[src/hw/rtl/mcoc_pkg.sv]
// Shared types, constants and helpers of the matrix chain order cost block.
// No dependencies; every other file of the block refers to it by scoped names.
`default_nettype none

package mcoc_pkg;

  localparam int unsigned MaxMatricesDef = 16;
  localparam int unsigned DimBitsDef     = 10;

  localparam int unsigned DimFieldW = 10;   // dimension field on the input stream
  localparam int unsigned InDataW   = 16;   // input tdata, padded to bytes
  localparam int unsigned CostW     = 48;
  localparam int unsigned SplitW    = 4;
  localparam int unsigned StatusW   = 2;
  localparam int unsigned OutDataW  = 56;   // cost + split + status, padded to bytes

  localparam logic [CostW-1:0] CostMax = '1;

  typedef enum logic [StatusW-1:0] {
    StOk        = 2'd0,
    StTooFew    = 2'd1,
    StTooMany   = 2'd2,
    StSaturated = 2'd3
  } status_e;

  typedef struct packed {
    logic [CostW-1:0]  min_cost;
    logic [SplitW-1:0] top_split;
    status_e           status;
  } result_t;

  typedef enum logic [3:0] {
    CtlIdle,
    CtlIvA,
    CtlIvB,
    CtlIvC,
    CtlRead,
    CtlMul,
    CtlMul2,
    CtlCmp,
    CtlWrite,
    CtlFin,
    CtlDone
  } ctl_state_e;

  // Saturating add: all ones absorbs everything.
  function automatic logic [CostW-1:0] sat_add(input logic [CostW-1:0] a,
                                               input logic [CostW-1:0] b);
    logic [CostW:0] s;
    s = {1'b0, a} + {1'b0, b};
    if ((a == CostMax) || (b == CostMax) || (s >= {1'b0, CostMax})) begin
      return CostMax;
    end
    return s[CostW-1:0];
  endfunction

endpackage

`default_nettype wire

[src/hw/rtl/mcoc_dim_mem.sv]
// Dimension store: one write port, one read port with registered data.
// Depends on mcoc_pkg for default widths.
`default_nettype none

module mcoc_dim_mem #(
  parameter int unsigned DEPTH = mcoc_pkg::MaxMatricesDef + 1,
  parameter int unsigned WIDTH = mcoc_pkg::DimBitsDef,
  localparam int unsigned AW   = $clog2(DEPTH)
) (
  input  wire logic             clk_i,
  input  wire logic             we_i,
  input  wire logic [AW-1:0]    waddr_i,
  input  wire logic [WIDTH-1:0] wdata_i,
  input  wire logic [AW-1:0]    raddr_i,
  output logic      [WIDTH-1:0] rdata_o
);

  logic [WIDTH-1:0] mem [DEPTH];

  always_ff @(posedge clk_i) begin
    if (we_i) begin
      mem[waddr_i] <= wdata_i;
    end
    rdata_o <= mem[raddr_i];
  end

endmodule

`default_nettype wire

[config.mk]
export PLATFORM = sky130hd
export DESIGN_NAME = mcoc_dim_mem
export DESIGN_NICKNAME = d
export VERILOG_FILES = /design/src/hw/rtl/mcoc_pkg.sv /design/src/hw/rtl/mcoc_dim_mem.sv
export SDC_FILE = /design/constraint.sdc
export NUM_CORES = 1
export LEC_CHECK = 0
export BUFFER_PORTS_ARGS = -buffer_cell sky130_fd_sc_hd__buf_2
export CORE_UTILIZATION = 50
export DETAILED_ROUTE_END_ITERATION = 16
export PLACE_DENSITY = 0.67
export SETUP_SLACK_MARGIN = 0.5
export SLEW_MARGIN = 20
export SYNTH_ARGS = -nofsm -noshare
export SYNTH_HDL_FRONTEND = slang
export SYNTH_SLANG_ARGS = --single-unit
[constraint.sdc]
create_clock -name clk_i -period 6.1 [get_ports clk_i]
set_clock_uncertainty 0.1 [all_clocks]
set_input_delay 1.22 -clock clk_i [delete_from_list [all_inputs] [get_ports clk_i]]
set_output_delay 1.22 -clock clk_i [all_outputs]
set_load 0.01 [all_outputs]
==> results of run 1 <==
worst max-delay path by stage:
stage	end	slack, ps	depth (start not counted)
6_report	rdata_o[1]$_DFF_P_	3170	4
5_1_grt	rdata_o[1]$_DFF_P_	3090	4
4_1_cts	rdata_o[1]$_DFF_P_	3140	4
3_5_place_dp	rdata_o[1]$_DFF_P_	2690	4
3_3_place_gp	rdata_o[1]$_DFF_P_	2680	4
2_1_floorplan	mem[8][0]$_DFFE_PP_	3160	3
kinds of logic (layout without fill, tap and decap cells):
family / count (synthesis) / count (layout) / share of synthesized area (%)
DFF: 180 / 180 / 76.0
and+or+nand+nor: 42 / 42 / 2.87
buffers and inverters: 15 / 66 / 2.67
AOI/OAI and AO/OA: 20 / 20 / 2.33
muxes: 50 / 50 / 16.1
per-layer routing:
metal	share of wire, %	wire (um)	vias up	GRT usage, %
li1	-	-	1395	-
met1	43	5430	1572	26.9
met2	51	6500	90	30.5
met3	6.0	759	2	3.94
met4	0.28	35	0	6.72
met5	0	0	-	0
through the flow:
| stage | utilization, % | cell area [um2] |
|---|---|---|
| 3_5_place_dp | 53.5 | 7200 |
| 5_1_grt | 57.8 | 7780 |
| 6_report | 57.8 | 7780 |
| 4_1_cts | 57.7 | 7770 |
| 2_1_floorplan | - | 6980 |
| 3_3_place_gp | 53.5 | 7190 |
layout by cell type, fill, tap and decap left out:
master / n
clkbuf_1: 1
clkbuf_16: 17
clkinv_2: 5
nand2_1: 4
nand2b_1: 2
mux4_1: 33
nand3_1: 1
a221oi_1: 8
nor3_1: 1
mux4_2: 7
nand3b_1: 2
inv_1: 1
bufinv_16: 2
or2_2: 1
nor2_1: 16
nor2b_1: 1
and2b_2: 1
nor3b_2: 1
nor2_2: 9
buf_2: 31
o22ai_1: 10
edfxtp_1: 170
clkinv_4: 2
buf_4: 2
or2b_2: 1
nor3b_1: 1
and4_1: 1
mux2i_1: 10
inv_6: 1
a221oi_2: 2
dfxtp_1: 10
clkinvlp_4: 3
clkinv_1: 1
flip-flops by register name, indices dropped and copies added (netlist names):
register,count
mem,170
rdata_o,10
where the power goes:
part / total [mW] / internal, mW / switching [mW]
combinational: 0.112 / 0.0452 / 0.0671
clock: 1.03 / 0.600 / 0.428
sequential: 1.38 / 1.37 / 0.00600
total: 2.52 / 2.02 / 0.502
layout make-up:
| type | instances | area (um2) |
|---|---|---|
| repair buffers | 33 | 170 |
| inverters | 1 | 3.75 |
| clock buffers | 18 | 429 |
| clock inverters | 14 | 138 |
| flip-flops and latches | 180 | 5310 |
| well taps | 176 | 220 |
| multi-input cells | 112 | 1520 |
| fillers | 1009 | 5670 |
critical path: stages:
cell	delay [ps]
buf_2	760
mux4_1	670
o22ai_1	290
a221oi_1	130
==> results.toml, run 1 <==
[timing]
slew_viol_final = 0
period_share_pct = 48.1
max_freq_mhz = 341
fin_ws_ps = 3170
slew_headroom_pct = 25.2
tightestPinTransition_ps = 1120
hold_viol_final = 0
finalSetupTns_ps = 0
setup_viol = 0
whs_ps = 446
period_minus_slack_ps = 2930
rsz0062_at_grt = "no"

[final_layout]
diodes = 0
nNetsFinal = 367
fin_cells = 534
area_growth_pct = 11.5
drive_above_1_share_pct = 23.7

[die]
ioPinCount = 32
start_util_pct = 51.9
die_w_um = 120
rows = 42
dieArea_um2 = 14400
core_um2 = 13500
fp.dieH_um = 120

[min_path]
holdPathStages = 2
worst_hold_startpoint = "mem[16][3]$_DFFE_PP_"
worstHoldPathType = "reg -> reg"
worstHoldEndpoint = "rdata_o[3]$_DFF_P_"

[global_routing]
grt_first_pass_wirelength_um = 19200
grt_max_degree = 41
antenna_found_initial = 0
grt_pass1_vias = 3212
gr-total-overflow = 0
track_usage_pct = 19.3

[synthesis]
synth_flop_cell = "edfxtp_1"
syn_avg_cell_area_um2 = 22.7
synth_edf_count = 170
netlist-cell-type-count = 24
async_reset_ff_share_pct = 0
synthCells = 307
synth_top_cell_by_area = "edfxtp_1"
synth_nets = 329
yosysWarnings = 0
ys_seq_area_share_pct = 76.0
ys_top_cells_by_count = "edfxtp_1, mux4_1, nor2_1"
ys_ff_latch = 180
synth.most_common_cell = "edfxtp_1"
synth_area_um2 = 6980
synth.top_cells.by_area = "edfxtp_1, mux4_1, dfxtp_1"
yosysTopAreaCellShare_pct = 73.1

[placed_design]
hpwl_um = 7820
dp.cells = 502
portBuffers = 31
pre_cts_ws_ps = 2690
globalplace.congestion = 0.710

[routing]
routedWlPerCell_um = 23.8
drt_iter0_drc = 283
wl_um = 12700
first_pass_iters = 5
viasPerCell = 5.73
vias = 3059
ant_nets = 0
drc = 0

[job]
maxCapViolCount = 0

[setup_path]
rr_worst_depth = 3
r2r-start = "mem[1][1]$_DFFE_PP_"
crit_start = "raddr_i[0]"
startpoint_type = "primary input"
cp.required_ps = 6260
cp_data_arrival_time_ps = 3090
crit_type = "in -> reg"
critPathMaxFanout = 30
end_kind = "flop"
r2r_setup_slack_ps = 4560
worstReg2RegEnd = "rdata_o[1]$_DFF_P_"

[pwr]
ir_worst_vdd_v = 0.000184
power_density_nw_per_um2 = 323
total_power_mw = 2.52
leakagePower_nw = 2.58

[cts]
root_buffer = "clkbuf_16"
cts_max_level = 4
cts_sinks = 180
clk_pin_slew_ps = 60
cts_tree = "built"
clkLatencyLatePin_ps = 410
cts_buffer_depth = 2
post_cts_resized = 0
hold_buffers = 0
numCtsBuffers = 17
post-cts-setup-buffers = 0

[status]
status = "finished clean"
No activity file was read; power rests on OpenSTA's default activity.
==> run 2, diff against run 1 <==
clock period = 3.05 ns   (was 6.1 ns; I/O delays follow)
==> run 2 against run 1 <==
Power up 110%. Via count up 5.7%. Hold slack better by 0.80 ps. Wire length up 2.3%. Highest routed layer unchanged. Critical endpoint is now rdata_o[5]$_DFF_P_. Global-route usage up 0.44 points. Critical path type unchanged.
==> results.toml, run 2 (synthesis results as in run 1) <==
[pwr]
total_power_mw = 5.22
leakagePower_nw = 2.70
ir_worst_vdd_v = 0.000483
power_density_nw_per_um2 = 656

[cts]
cts_sinks = 180
clk_pin_slew_ps = 60
root_buffer = "clkbuf_16"
numCtsBuffers = 17
cts_buffer_depth = 2
hold_buffers = 0
post-cts-setup-buffers = 0
clkLatencyLatePin_ps = 420
cts_max_level = 4
post_cts_resized = 0
cts_tree = "built"

[job]
maxCapViolCount = 0

[global_routing]
grt_pass1_vias = 3313
track_usage_pct = 19.8
gr-total-overflow = 0
grt_use_met2_pct = 32.0
antenna_found_initial = 0
met3_usage_pct = 4.80
gr-max-usage-layer = "met2"
grt_first_pass_wirelength_um = 19600
grt_max_degree = 31
use_met1_pct = 26.2

[setup_path]
rr_worst_depth = 3
slowest_stage = "buf_2"
critPathMaxStageDelay_ps = 490
end_kind = "flop"
cp_data_arrival_time_ps = 2160
path_depth = 5
crit_chain = "buf_2 -> buf_4 -> mux4_1 -> o22ai_1 -> a221oi_1"
critical_path.top_delay_family = "buffers and inverters"
crit_type = "in -> reg"
startpoint_type = "primary input"
critPathMaxFanout = 23
cp.required_ps = 3220
crit_buf_inv = 2

[routing]
ant_nets = 0
viasPerCell = 5.85
drt_iter0_drc = 280
wl_um = 13000
first_pass_iters = 4
drc = 0
routedWlPerCell_um = 23.5
vias = 3233

[final_layout]
nNetsFinal = 385
largest_reg_flops = 170
final_common_cell = "edfxtp_1"
drive_above_1_share_pct = 23.9
area_growth_pct = 13.9
fillerInstances = 997
regMostFlops = "mem"
largestRegisters = "mem x170, rdata_o x10"
final_cell_mix = "edfxtp_1, mux4_1, buf_2, nor2_1, buf_4"

[die]
die_w_um = 120
core_um2 = 13500
dieArea_um2 = 14400
fp.dieH_um = 120
rows = 42
start_util_pct = 51.9
ioPinCount = 32

[placed_design]
hpwl_um = 7990
globalplace.congestion = 0.729
portBuffers = 31

[timing]
tightestPinTransition_ps = 721
slew_viol_final = 0
rsz0062_at_grt = "no"
max_freq_mhz = 501
setup_viol = 0
finalSetupTns_ps = 0
period_minus_slack_ps = 2000
hold_viol_final = 0
slew_headroom_pct = 51.9
period_share_pct = 65.5

[status]
status = "finished clean"

[min_path]
holdPathStages = 2
worstHoldPathType = "reg -> reg"
[run 2: changes by cell type in the layout (fill, tap and decap cells not counted), moves of 2 or more]
| cell | delta |
|---|---|
| nor2_2 | -9 |
| clkinv_2 | -4 |
| nor2_1 | +9 |
| buf_4 | +17 |
| bufinv_16 | +2 |
| clkbuf_1 | +4 |
[run 2: final timing paths]
path,slack [ps],to,start
worst min register to register,450,rdata_o[2]$_DFF_P_,mem[16][2]$_DFFE_PP_
worst min-delay path,450,rdata_o[2]$_DFF_P_,mem[16][2]$_DFFE_PP_
worst max register to register,1530,rdata_o[1]$_DFF_P_,mem[1][1]$_DFFE_PP_
worst max-delay path,1050,rdata_o[5]$_DFF_P_,raddr_i[2]
[run 2: layout make-up]
type                       instances  area, um2  area share, %
antenna                            1       2.50         0.0315
clock buffer                      23        458           5.76
clock inverter                     9        153           1.92
inverter                           1       3.75         0.0472
multi-input combinational        112       1490           18.8
sequential                       180       5310           66.7
tap                              176        220           2.77
timing repair buffer              51        318           4.00
[run 2: tightest hold or removal path: stages, from the launching register on]
cell and delay (ps):
edfxtp_1 350, nor2_1 90, a221oi_1 50
[run 2: routing by layer]
layer  vias to the layer above  part of all wire, %
met2                        90                   50
met5                         -                    0
met4                         0                  1.4
li1                       1429                    -
met1                      1696                   44
met3                        18                  4.3
[run 2: stage by stage]
step	area, um2	hold WS [ps]	utilization, %	instances	worst slack (ps)
after detailed placement	7340	435	54.6	520	559
after global routing	7950	486	59.1	552	952
after CTS	7950	453	59.1	552	1010
after global placement	7340	433	54.6	520	555
final	7950	447	59.1	553	1050
after floorplan	6980	418	-	307	717
[run 2: where the power goes]
group          total, mW  leakage [nW]  internal, mW  switching, mW
sequential          2.75          1.62          2.74         0.0130
clock               2.23         0.289          1.39          0.843
combinational      0.230         0.793        0.0964          0.133
